==> config.mk <==
export PLATFORM = sky130hd
export DESIGN_NAME = fifo_eviction_key_value_cache
export DESIGN_NICKNAME = d
export VERILOG_FILES = /design/src/hw/rtl/fevc_pkg.sv /design/src/hw/rtl/fevc_table.sv /design/src/hw/rtl/fevc_ctrl.sv /design/src/hw/rtl/fifo_eviction_key_value_cache.sv
export SDC_FILE = /design/constraint.sdc
export NUM_CORES = 2
export LEC_CHECK = 0
export ABC_CLOCK_PERIOD_IN_PS = 8250
export BUFFER_PORTS_ARGS = -buffer_cell sky130_fd_sc_hd__buf_2
export CORE_ASPECT_RATIO = 1.2
export CORE_MARGIN = 5
export CORE_UTILIZATION = 50
export CTS_CLUSTER_SIZE = 10
export DETAILED_ROUTE_END_ITERATION = 7
export PLACE_DENSITY = 0.75
export SKIP_LAST_GASP = 1
export SYNTH_ARGS = -nofsm -noshare
export SYNTH_HDL_FRONTEND = slang
export SYNTH_SLANG_ARGS = --single-unit
export TNS_END_PERCENT = 5
==> constraint.sdc <==
create_clock -name clk_i -period 8.25 [get_ports clk_i]
set_clock_uncertainty 0.1 [all_clocks]
set_input_delay 0.825 -clock clk_i [delete_from_list [all_inputs] [get_ports clk_i]]
set_output_delay 0.825 -clock clk_i [all_outputs]
set_load 0.01 [all_outputs]
==> src/hw/rtl/fevc_pkg.sv <==
// ----------------------------------------------------------------------------
// fevc_pkg
// Shared types and constants for the FIFO-eviction key-value cache.
// ----------------------------------------------------------------------------
package fevc_pkg;

  localparam int CAPACITY = 16;
  localparam int SLOT_W   = $clog2(CAPACITY);
  localparam int COUNT_W  = $clog2(CAPACITY + 1);
  localparam int DATA_W   = 32;
  localparam int CAP_W    = 5;
  localparam int APB_AW   = 3;

  localparam logic [DATA_W-1:0] MISS_VALUE = '1;

  // Register indexes on the configuration port
  localparam logic REG_CAPACITY = 1'b0;

  // Command codes; code 3 is a no-op
  typedef enum logic [1:0] {
    CMD_PUT    = 2'd0,
    CMD_GET    = 2'd1,
    CMD_REMOVE = 2'd2
  } cmd_e;

  // Sequencer states
  typedef enum logic [1:0] {
    ST_IDLE,
    ST_SCAN,
    ST_UPDATE,
    ST_RESP
  } state_e;

  // One entry as seen on the table's read port
  typedef struct packed {
    logic              valid;
    logic [DATA_W-1:0] key;
    logic [DATA_W-1:0] value;
    logic [SLOT_W-1:0] rank;
  } tbl_rd_t;

  // Table update for one cycle
  typedef struct packed {
    logic              upd_val;
    logic [SLOT_W-1:0] upd_slot;
    logic              drop;
    logic [SLOT_W-1:0] drop_slot;
    logic              ins;
    logic [SLOT_W-1:0] ins_slot;
    logic [SLOT_W-1:0] ins_rank;
    logic [DATA_W-1:0] key;
    logic [DATA_W-1:0] value;
  } tbl_wr_t;

  // One result beat
  typedef struct packed {
    logic               found;
    logic [DATA_W-1:0]  value_out;
    logic [COUNT_W-1:0] entry_count;
    logic               evicted;
    logic [DATA_W-1:0]  evicted_key;
  } result_t;

endpackage

==> src/hw/rtl/fevc_table.sv <==
// ----------------------------------------------------------------------------
// fevc_table
// Entry storage: keys, values, age ranks and valid bits, one read port.
// ----------------------------------------------------------------------------
module fevc_table (
  input  logic             clk_i,
  input  logic             rst_ni,
  input  logic [fevc_pkg::SLOT_W-1:0] rd_idx_i,
  output fevc_pkg::tbl_rd_t rd_o,
  input  fevc_pkg::tbl_wr_t wr_i
);
  import fevc_pkg::*;

  logic [DATA_W-1:0] keys_q   [CAPACITY];
  logic [DATA_W-1:0] values_q [CAPACITY];
  logic [SLOT_W-1:0] rank_q   [CAPACITY];
  logic [SLOT_W-1:0] rank_d   [CAPACITY];
  logic [CAPACITY-1:0] valid_q, valid_d;
  logic [SLOT_W-1:0] drop_rank;

  // Read the addressed entry
  always_comb begin
    rd_o.valid = valid_q[rd_idx_i];
    rd_o.key   = keys_q[rd_idx_i];
    rd_o.value = values_q[rd_idx_i];
    rd_o.rank  = rank_q[rd_idx_i];
  end

  assign drop_rank = rank_q[wr_i.drop_slot];

  // Drop closes the rank gap, insert then takes its slot as newest
  always_comb begin
    valid_d = valid_q;
    for (int i = 0; i < CAPACITY; i++) begin
      rank_d[i] = rank_q[i];
      if (wr_i.drop && valid_q[i] && (rank_q[i] > drop_rank)) begin
        rank_d[i] = rank_q[i] - SLOT_W'(1);
      end
    end
    if (wr_i.drop) begin
      valid_d[wr_i.drop_slot] = 1'b0;
    end
    if (wr_i.ins) begin
      valid_d[wr_i.ins_slot] = 1'b1;
      rank_d[wr_i.ins_slot]  = wr_i.ins_rank;
    end
  end

  // Hold valid bits
  always_ff @(posedge clk_i or negedge rst_ni) begin
    if (!rst_ni) begin
      valid_q <= '0;
    end else begin
      valid_q <= valid_d;
    end
  end

  // Write key, value and rank payload
  always_ff @(posedge clk_i) begin
    for (int i = 0; i < CAPACITY; i++) begin
      rank_q[i] <= rank_d[i];
    end
    if (wr_i.ins) begin
      keys_q[wr_i.ins_slot]   <= wr_i.key;
      values_q[wr_i.ins_slot] <= wr_i.value;
    end
    if (wr_i.upd_val) begin
      values_q[wr_i.upd_slot] <= wr_i.value;
    end
  end

endmodule

==> src/hw/rtl/fevc_ctrl.sv <==
// ----------------------------------------------------------------------------
// fevc_ctrl
// Sequencer: scans the table with one shared key comparator, then applies
// the put, get or remove in the update state.
// ----------------------------------------------------------------------------
module fevc_ctrl (
  input  logic                        clk_i,
  input  logic                        rst_ni,
  input  logic [fevc_pkg::CAP_W-1:0]  cap_i,
  input  logic                        in_valid_i,
  output logic                        in_ready_o,
  input  logic [1:0]                  cmd_i,
  input  logic [fevc_pkg::DATA_W-1:0] key_i,
  input  logic [fevc_pkg::DATA_W-1:0] value_i,
  output logic [fevc_pkg::SLOT_W-1:0] rd_idx_o,
  input  fevc_pkg::tbl_rd_t           rd_i,
  output fevc_pkg::tbl_wr_t           wr_o,
  output logic                        res_valid_o,
  input  logic                        res_ready_i,
  output fevc_pkg::result_t           res_o
);
  import fevc_pkg::*;

  state_e state_q, state_d;
  logic [SLOT_W-1:0]  idx_q, idx_d;
  logic [COUNT_W-1:0] count_q, count_d;
  logic [1:0]         cmd_q;
  logic [DATA_W-1:0]  key_q, value_q;
  logic               hit_q, hit_d, free_q, free_d, old_q, old_d;
  logic [SLOT_W-1:0]  hit_slot_q, hit_slot_d, free_slot_q, free_slot_d;
  logic [SLOT_W-1:0]  old_slot_q, old_slot_d;
  logic [DATA_W-1:0]  hit_val_q, hit_val_d, old_key_q, old_key_d;
  result_t            res_q, res_d;
  logic               key_eq, need_ev, use_old;
  logic [COUNT_W-1:0] eff_cap, count_ev;
  logic               accept;

  assign accept = in_valid_i && in_ready_o;

  // Clamp the capacity register into 1..CAPACITY
  always_comb begin
    if (cap_i == '0) begin
      eff_cap = COUNT_W'(1);
    end else if (COUNT_W'(cap_i) > COUNT_W'(CAPACITY)) begin
      eff_cap = COUNT_W'(CAPACITY);
    end else begin
      eff_cap = COUNT_W'(cap_i);
    end
  end

  // Shared comparator
  assign key_eq   = rd_i.key == key_q;
  assign rd_idx_o = idx_q;

  assign need_ev  = (count_q >= eff_cap) && old_q;
  assign use_old  = need_ev && (!free_q || (old_slot_q < free_slot_q));
  assign count_ev = need_ev ? count_q - COUNT_W'(1) : count_q;

  // Next state, scan captures and table update
  always_comb begin
    state_d     = state_q;
    idx_d       = idx_q;
    count_d     = count_q;
    hit_d       = hit_q;
    hit_slot_d  = hit_slot_q;
    hit_val_d   = hit_val_q;
    free_d      = free_q;
    free_slot_d = free_slot_q;
    old_d       = old_q;
    old_slot_d  = old_slot_q;
    old_key_d   = old_key_q;
    res_d       = res_q;
    wr_o        = '0;
    wr_o.key    = key_q;
    wr_o.value  = value_q;
    in_ready_o  = 1'b0;
    res_valid_o = 1'b0;

    unique case (state_q)
      ST_IDLE: begin
        in_ready_o = 1'b1;
        if (in_valid_i) begin
          idx_d   = '0;
          hit_d   = 1'b0;
          free_d  = 1'b0;
          old_d   = 1'b0;
          state_d = ST_SCAN;
        end
      end
      ST_SCAN: begin
        if (rd_i.valid && key_eq && !hit_q) begin
          hit_d      = 1'b1;
          hit_slot_d = idx_q;
          hit_val_d  = rd_i.value;
        end
        if (!rd_i.valid && !free_q) begin
          free_d      = 1'b1;
          free_slot_d = idx_q;
        end
        if (rd_i.valid && (rd_i.rank == '0) && !old_q) begin
          old_d      = 1'b1;
          old_slot_d = idx_q;
          old_key_d  = rd_i.key;
        end
        idx_d = idx_q + SLOT_W'(1);
        if (idx_q == SLOT_W'(CAPACITY - 1)) begin
          state_d = ST_UPDATE;
        end
      end
      ST_UPDATE: begin
        res_d.found       = 1'b0;
        res_d.value_out   = MISS_VALUE;
        res_d.evicted     = 1'b0;
        res_d.evicted_key = '0;
        case (cmd_q)
          CMD_PUT: begin
            if (hit_q) begin
              res_d.found   = 1'b1;
              wr_o.upd_val  = 1'b1;
              wr_o.upd_slot = hit_slot_q;
            end else begin
              if (need_ev) begin
                res_d.evicted     = 1'b1;
                res_d.evicted_key = old_key_q;
                wr_o.drop         = 1'b1;
                wr_o.drop_slot    = old_slot_q;
              end
              if (need_ev || free_q) begin
                wr_o.ins      = 1'b1;
                wr_o.ins_slot = use_old ? old_slot_q : free_slot_q;
                wr_o.ins_rank = count_ev[SLOT_W-1:0];
                count_d       = count_ev + COUNT_W'(1);
              end else begin
                count_d = count_ev;
              end
            end
          end
          CMD_GET: begin
            if (hit_q) begin
              res_d.found     = 1'b1;
              res_d.value_out = hit_val_q;
            end
          end
          CMD_REMOVE: begin
            if (hit_q) begin
              res_d.found    = 1'b1;
              wr_o.drop      = 1'b1;
              wr_o.drop_slot = hit_slot_q;
              count_d        = count_q - COUNT_W'(1);
            end
          end
          default: begin
          end
        endcase
        res_d.entry_count = count_d;
        state_d           = ST_RESP;
      end
      ST_RESP: begin
        res_valid_o = 1'b1;
        if (res_ready_i) begin
          state_d = ST_IDLE;
        end
      end
      default: state_d = ST_IDLE;
    endcase
  end

  assign res_o = res_q;

  // Control registers
  always_ff @(posedge clk_i or negedge rst_ni) begin
    if (!rst_ni) begin
      state_q <= ST_IDLE;
      count_q <= '0;
      idx_q   <= '0;
      hit_q   <= 1'b0;
      free_q  <= 1'b0;
      old_q   <= 1'b0;
    end else begin
      state_q <= state_d;
      count_q <= count_d;
      idx_q   <= idx_d;
      hit_q   <= hit_d;
      free_q  <= free_d;
      old_q   <= old_d;
    end
  end

  // Capture the input beat and scan payload
  always_ff @(posedge clk_i) begin
    if (accept) begin
      cmd_q   <= cmd_i;
      key_q   <= key_i;
      value_q <= value_i;
    end
    hit_slot_q  <= hit_slot_d;
    hit_val_q   <= hit_val_d;
    free_slot_q <= free_slot_d;
    old_slot_q  <= old_slot_d;
    old_key_q   <= old_key_d;
    res_q       <= res_d;
  end

endmodule

==> src/hw/rtl/fifo_eviction_key_value_cache.sv <==
// ----------------------------------------------------------------------------
// fifo_eviction_key_value_cache
// A 16-entry key-value cache with oldest-first eviction. Each input beat is a
// put, get or remove and yields exactly one result beat carrying hit status,
// the looked-up value (-1 on a miss or for put/remove), the entry count after
// the operation and the key of any evicted entry. Each operation runs, before
// the next beat is accepted, through the idle state that accepts the beat, a
// scan of the table through one shared key comparator, an update state and a
// state that hands the result to the output register. The block holds one
// result in its output register while it starts the next item.
// The capacity register (address 0) limits entries in use; 0 acts as 1 and
// values above 16 act as 16. The user must write it only while the block is
// idle; the block itself does not enforce this.
// ----------------------------------------------------------------------------
module fifo_eviction_key_value_cache (
  input  logic                               clk_i,
  input  logic                               rst_ni,
  // Configuration port
  input  logic                               psel,
  input  logic                               penable,
  input  logic                               pwrite,
  input  logic [fevc_pkg::APB_AW-1:0]        paddr,
  input  logic [31:0]                        pwdata,
  output logic [31:0]                        prdata,
  output logic                               pready,
  // Input channel
  input  logic                               in_valid_i,
  output logic                               in_ready_o,
  input  logic [1:0]                         cmd_i,
  input  logic signed [fevc_pkg::DATA_W-1:0] key_i,
  input  logic signed [fevc_pkg::DATA_W-1:0] value_i,
  // Output channel
  output logic                               out_valid_o,
  input  logic                               out_ready_i,
  output logic                               found_o,
  output logic signed [fevc_pkg::DATA_W-1:0] value_out_o,
  output logic [fevc_pkg::COUNT_W-1:0]       entry_count_o,
  output logic                               evicted_o,
  output logic signed [fevc_pkg::DATA_W-1:0] evicted_key_o
);
  import fevc_pkg::*;

  logic [CAP_W-1:0]  cap_q;
  logic [SLOT_W-1:0] rd_idx;
  tbl_rd_t           rd;
  tbl_wr_t           wr;
  logic              res_valid, res_ready;
  result_t           res;
  logic              out_valid_q;
  result_t           out_q;
  logic              reg_sel;

  assign reg_sel = paddr[2];
  assign pready  = 1'b1;

  // Capacity register
  always_ff @(posedge clk_i or negedge rst_ni) begin
    if (!rst_ni) begin
      cap_q <= CAP_W'(CAPACITY);
    end else if (psel && penable && pwrite && (reg_sel == REG_CAPACITY)) begin
      cap_q <= pwdata[CAP_W-1:0];
    end
  end

  assign prdata = (reg_sel == REG_CAPACITY) ? {{(32-CAP_W){1'b0}}, cap_q} : '0;

  fevc_table u_table (
    .clk_i    (clk_i),
    .rst_ni   (rst_ni),
    .rd_idx_i (rd_idx),
    .rd_o     (rd),
    .wr_i     (wr)
  );

  fevc_ctrl u_ctrl (
    .clk_i       (clk_i),
    .rst_ni      (rst_ni),
    .cap_i       (cap_q),
    .in_valid_i  (in_valid_i),
    .in_ready_o  (in_ready_o),
    .cmd_i       (cmd_i),
    .key_i       (key_i),
    .value_i     (value_i),
    .rd_idx_o    (rd_idx),
    .rd_i        (rd),
    .wr_o        (wr),
    .res_valid_o (res_valid),
    .res_ready_i (res_ready),
    .res_o       (res)
  );

  // Output register: load a new beat when empty or being drained
  assign res_ready = !out_valid_q || out_ready_i;

  always_ff @(posedge clk_i or negedge rst_ni) begin
    if (!rst_ni) begin
      out_valid_q <= 1'b0;
    end else if (res_ready) begin
      out_valid_q <= res_valid;
    end
  end

  always_ff @(posedge clk_i) begin
    if (res_ready && res_valid) begin
      out_q <= res;
    end
  end

  assign out_valid_o   = out_valid_q;
  assign found_o       = out_q.found;
  assign value_out_o   = out_q.value_out;
  assign entry_count_o = out_q.entry_count;
  assign evicted_o     = out_q.evicted;
  assign evicted_key_o = out_q.evicted_key;

endmodule

# Yosys cells after proc, flatten, opt, wreduce, memory -nomap -nowiden
# Memory sizes are Yosys's and may differ from the RTL's. A register that Yosys moved wholly into a read port is not among the register bits.
# Index checks and enable logic that the tools add are counted.
[classes]
n_eq_ne = 13
add_sub_neg = 19
reduce_logical = 73
mux = 71
n_lt_le_gt_ge = 26
bitwise_logic = 7
[ops]
columns = ["operator", "n"]
rows = [
  ["two-way mux 4 bit", 20],
  ["two-way mux 33 bit", 2],
  ["bitwise mux 64 bit", 1],
  ["> comparator 4 bit", 16],
  ["two-way mux 64 bit", 1],
  ["subtractor 4 x 1 -> 4 bit (second input constant)", 16],
  ["two-way mux 5 bit", 10],
  ["logical AND 1 bit", 47],
  ["== test 32 bit", 1],
  ["two-way mux 16 bit", 2],
  ["two-way mux 32 bit", 1],
  ["OR reduction 32 bit", 1],
  ["case mux 5 bit (2 select lines)", 2],
  ["two-way mux 19 bit", 1],
  ["two-way mux 9 bit", 2],
  ["AND 16 bit", 1],
  ["demux 4 bit (select 4 bit)", 1],
  ["inverter 16 bit", 1],
  ["OR 16 bit", 1],
  ["less-than comparator 4 x 5 -> 1 bit (second input constant)", 3],
  ["two-way mux 1 bit", 15],
  ["two-way mux 14 bit", 1],
  ["AND reduction 3 bit", 4],
  ["AND reduction 2 bit", 5],
  ["other kinds (30)", 54],
]
[word_totals]
memories = 3
inputBits = 108
register_bits = 288
out_inout_bits = 106
mem_bits_rw = 1088
[mem_list]
columns = ["name", "words", "word_bits", "read_ports", "rd_ports_with_merged_regs", "write_ports", "line", "source"]
rows = [
  ["u_table.keys_q", 16, 32, 1, 0, 1, "fevc_table.sv:14", "logic [DATA_W-1:0] keys_q [CAPACITY];"],
  ["u_table.values_q", 16, 32, 1, 1, 1, "fevc_table.sv:15", "logic [DATA_W-1:0] values_q [CAPACITY];"],
  ["u_table.rank_q", 16, 4, 18, 0, 16, "fevc_table.sv:16", "logic [SLOT_W-1:0] rank_q [CAPACITY];"],
]

# Longest topological paths before layout
[logic_depth]
ltp_word = 20
depth_mapped = 22

# Cells and area by module
# Synthesis repeated with hierarchy kept, for this count alone.
[hier_totals]
hier_cells = 2825
area_unflattened_um2 = 56555.5
[modules_own_cells]
columns = ["mod", "seq_area_each_um2", "area_each_um2", "cells_per_inst", "n_inst"]
rows = [
  ["fevc_table", 32431.1, 44950.6, 2137, 1],
  ["fevc_ctrl", 6746.5, 8961.1, 567, 1],
  ["fifo_eviction_key_value_cache", 2283.4, 2643.8, 121, 1],
]

# Worst setup path after synthesis
# Ideal clock, no wire load.
[synth_timing]
path_kind = "reg2reg"
start = "register u_ctrl.state_q[0]"
end = "memory u_table.rank_q[0][3] in the netlist's numbering"
slack_ns = 1.761
required_ns = 7.956
t_arrival_ns = 6.195
setup_time_ns = 0.194
path_buffers = 3
path_stages_with_launch = 20
period_less_slack_ns = 6.489
path_cell_list = "dfrtp_1 > inv_1 > ha_1 > clkbuf_1 > nand2b_1 > clkbuf_1 > or2_2 > nand2b_1 > buf_2 > o21ai_0 > a21oi_1 > o311ai_1 > ha_1 > nor2b_1 > o21a_1 > o21a_1 > o2111ai_1 > nor4_1 > xnor2_1 > mux2i_1"
[synth_rtl]
columns = ["item", "line", "source"]
rows = [
  ["from (decl)", "fevc_ctrl.sv:24", "state_e state_q, state_d;"],
  ["from (signal assigned)", "fevc_ctrl.sv:180", "state_q <= state_d;"],
  ["to (decl)", "fevc_table.sv:16", ""],
]

==> results.sh <==
export IMPL_post_cts_buffers=0
export IMPL_ir_drop_mv=0.234
export IMPL_hold_class="primary input to asynchronous set/reset pin"
export IMPL_yosysMostFrequentCell="edfxtp_1"
export IMPL_start_kind="flop"
export IMPL_p_per_area_mw_per_mm2=308
export IMPL_die_w_um=319
export IMPL_syn2layout_area_growth_pct=12.2
export IMPL_outcome="complete, no violations"
export IMPL_rows=136
export IMPL_grt_first_pass_wirelength_mm=204
export IMPL_period_share_pct=81.4
export IMPL_syn_mean_instance_area_um2=18.1
export IMPL_pin_count=214
export IMPL_relSlewSlack_pct=17.3
export IMPL_yosys_cell_types_count=81
export IMPL_required_ps=8770
export IMPL_yosys_top_cells_count="edfxtp_1, mux4_2, mux2i_1"
export IMPL_hold_slack_ps=60.2
export IMPL_grt_start_max_net_pins=88
export IMPL_r2r_cells=20
export IMPL_vias=30600
export IMPL_fin_cells=4961
export IMPL_critical_path_endpoint_type="flop"
export IMPL_wirelength_mm=138
export IMPL_cts_tree="yes"
export IMPL_critPathMaxStageDelay_ps=930
export IMPL_h_tree_depth=4
export IMPL_post_route_drc_count=0
export IMPL_r2r_slack_ps=1530
export IMPL_dr_pass1_iters=6
export IMPL_critPathTopFamily="simple AND/OR/NAND/NOR gates"
export IMPL_min_period_ps=6720
export IMPL_routed_via_density=6.17
export IMPL_cp_max_fo=19
export IMPL_hold_viol_final=0
export IMPL_clock_latency_ps=770
export IMPL_cts_buffers_inserted=160
export IMPL_dp_cells=4756
export IMPL_synth_cells=3168
export IMPL_arrival_ps=7240
export IMPL_overflow=0
export IMPL_portBuffers=156
export IMPL_cts_resized=0
export IMPL_die_area_mm2=0.122
export IMPL_core_mm2=0.114
export IMPL_synth_seq_cells=1408
export IMPL_drive_above_1_share_pct=22.8
export IMPL_fin_nets=3604
export IMPL_crit_buf_inv=0
export IMPL_antenna_found_initial=6
export IMPL_slew_viol_final=0
export IMPL_hold_buffers=0
export IMPL_synth_area_mm2=0.0574
export IMPL_yosysWarningCount=0
export IMPL_routabilityCongestion=0.902
export IMPL_track_usage_pct=22.5
export IMPL_worstPathCellList="nor3_1 -> nor2_1 -> nor2_1 -> ha_1 -> nand2b_1 -> a31oi_1 -> o21a_1 -> o41ai_1 -> or2_2 -> nand2b_1 -> o21ai_0 -> o2111ai_1 -> nand3_1 -> ha_1 -> o21a_1 -> o21a_1 -> o2111ai_1 -> nor4_1 -> xnor2_1 -> mux2i_1"
export IMPL_synth_flop_cell="edfxtp_1"
export IMPL_crit_type="flop to flop"
export IMPL_finalSetupViolations=0
export IMPL_synth_largest_area_cell="edfxtp_1"
export IMPL_synth_edf_count=1308
export IMPL_leakage_nw=21.2
export IMPL_total_power_w=0.0198
export IMPL_fmax_mhz=149
export IMPL_postSynth_asyncResetShare_pct=2.56
export IMPL_grt_pass1_vias=31000
export IMPL_path_common_cell="o21a_1"
export IMPL_drv_cap=0
export IMPL_fp_dieH_um=381
export IMPL_dp_hpwl_mm=76.3
export IMPL_timing_rr_end="u_table.rank_q[15][3]$_DFF_P_"
export IMPL_start_util_pct=50.2
export IMPL_synth_area_leaders="edfxtp_1, mux4_2, mux2i_1"
export IMPL_path_clk_slew_ps=60
export IMPL_seq_area_frac_synth_pct=72.2
export IMPL_rsz0062_at_grt="no"
export IMPL_tightestPinTransition_ps=1240
export IMPL_clockBufferDepth=3
export IMPL_tns_ps=0
export IMPL_r2r_start="cap_q[3]$_DFFE_PN0P_"
export IMPL_cts_num_sinks=1408
export IMPL_post_drt_wl_per_cell_um=27.9
export IMPL_ant_nets=0
export IMPL_cts_root_buffer="clkbuf_16"
export IMPL_drt_iter0_drc=3706
export IMPL_critPathSlowestCell="nand3_1"
export IMPL_synth_top_area_share_pct=68.4
-- power by group --
group	switching [W]	internal (W)
logic	0.00250	0.00195
registers	0.000585	0.00857
clock network	0.00266	0.00356
total	0.00574	0.0141
-- worst max path at each step --
stage / start / to / slack [ps] / cells past startpoint
after detailed placement: cap_q[1]$_DFFE_PN0P_ / u_table.rank_q[15][3]$_DFF_P_ / 1770 / 20
after global placement: cap_q[1]$_DFFE_PN0P_ / u_table.rank_q[0][1]$_DFF_P_ / 1830 / 19
after global routing: cap_q[3]$_DFFE_PN0P_ / u_table.rank_q[13][1]$_DFF_P_ / 1090 / 20
final: cap_q[3]$_DFFE_PN0P_ / u_table.rank_q[15][3]$_DFF_P_ / 1530 / 20
after floorplan: u_ctrl.state_q[0]$_DFFE_PN0P_ / u_table.rank_q[0][3]$_DFF_P_ / 1760 / 19
after CTS: cap_q[3]$_DFFE_PN0P_ / u_table.rank_q[13][1]$_DFF_P_ / 1730 / 20
-- registers in the layout (all words and copies together) (netlist names), 5 cells and up --
register and cells:
u_table.keys_q 512, u_table.values_q 512, u_ctrl.res_o 71, u_table.rank_q 64, evicted_key_o 32, u_ctrl.hit_val_q 32
u_ctrl.key_q 32, u_ctrl.old_key_q 32, u_ctrl.value_q 32, value_out_o 32, u_table.valid_q 16, cap_q 5
entry_count_o 5, u_ctrl.count_q 5
-- final cells by class --
class / count / area [µm²]
Fill cell: 8574 / 50000
Sequential cell: 1408 / 41500
Multi-Input combinational cell: 1519 / 14900
Clock buffer: 187 / 4180
Tap cell: 1518 / 1900
Timing Repair Buffer: 221 / 1320
Inverter: 90 / 343
Clock inverter: 15 / 254
Antenna cell: 3 / 7.51
-- layer usage --
| layer | track usage (%) | up-vias | routed length (µm) |
|---|---|---|---|
| met4 | 7.46 | 2 | 4460 |
| met2 | 37.4 | 1678 | 68800 |
| met3 | 4.39 | 293 | 12200 |
| li1 | - | 13000 | - |
| met5 | 0 | - | 13 |
| met1 | 30.2 | 15700 | 52700 |
-- placed cells by master (no fill, tap or decap), types with 28 or more instances in the layout --
master	n
mux2i_1	155
buf_4	61
conb_1	28
buf_2	156
nor2b_1	31
dfrtp_1	31
mux2_2	38
dfxtp_1	64
a21oi_1	43
nand2_1	123
ha_1	95
o21a_1	35
or2_2	47
o21ai_0	118
and2_1	38
nor2_1	74
xnor2_1	65
inv_1	71
o22ai_1	34
clkbuf_16	163
a22oi_1	42
mux4_2	255
edfxtp_1	1308
nor4_1	34
nand3_1	29
-- stage by stage --
step	util (%)	worst slack, ps	instance area (µm²)
CTS	56.3	1730	64400
finish	56.3	1530	64400
global route	56.3	1090	64400
global placement	52.4	1830	59900
floorplan	-	1760	57500
detailed placement	52.4	1770	59900
-- kinds of logic after synthesis --
kind of cell / count (synthesis) / synth area share (%)
compound gates: 389 / 4.45
other cells: 2 / 0.0131
fa+ha+maj: 96 / 2.09
mux: 448 / 13.5
buf+inv: 267 / 2.28
simple gates: 483 / 4.32
flops: 1408 / 72.2
xor+xnor: 75 / 1.14
Power figures use the tool's default switching activity.
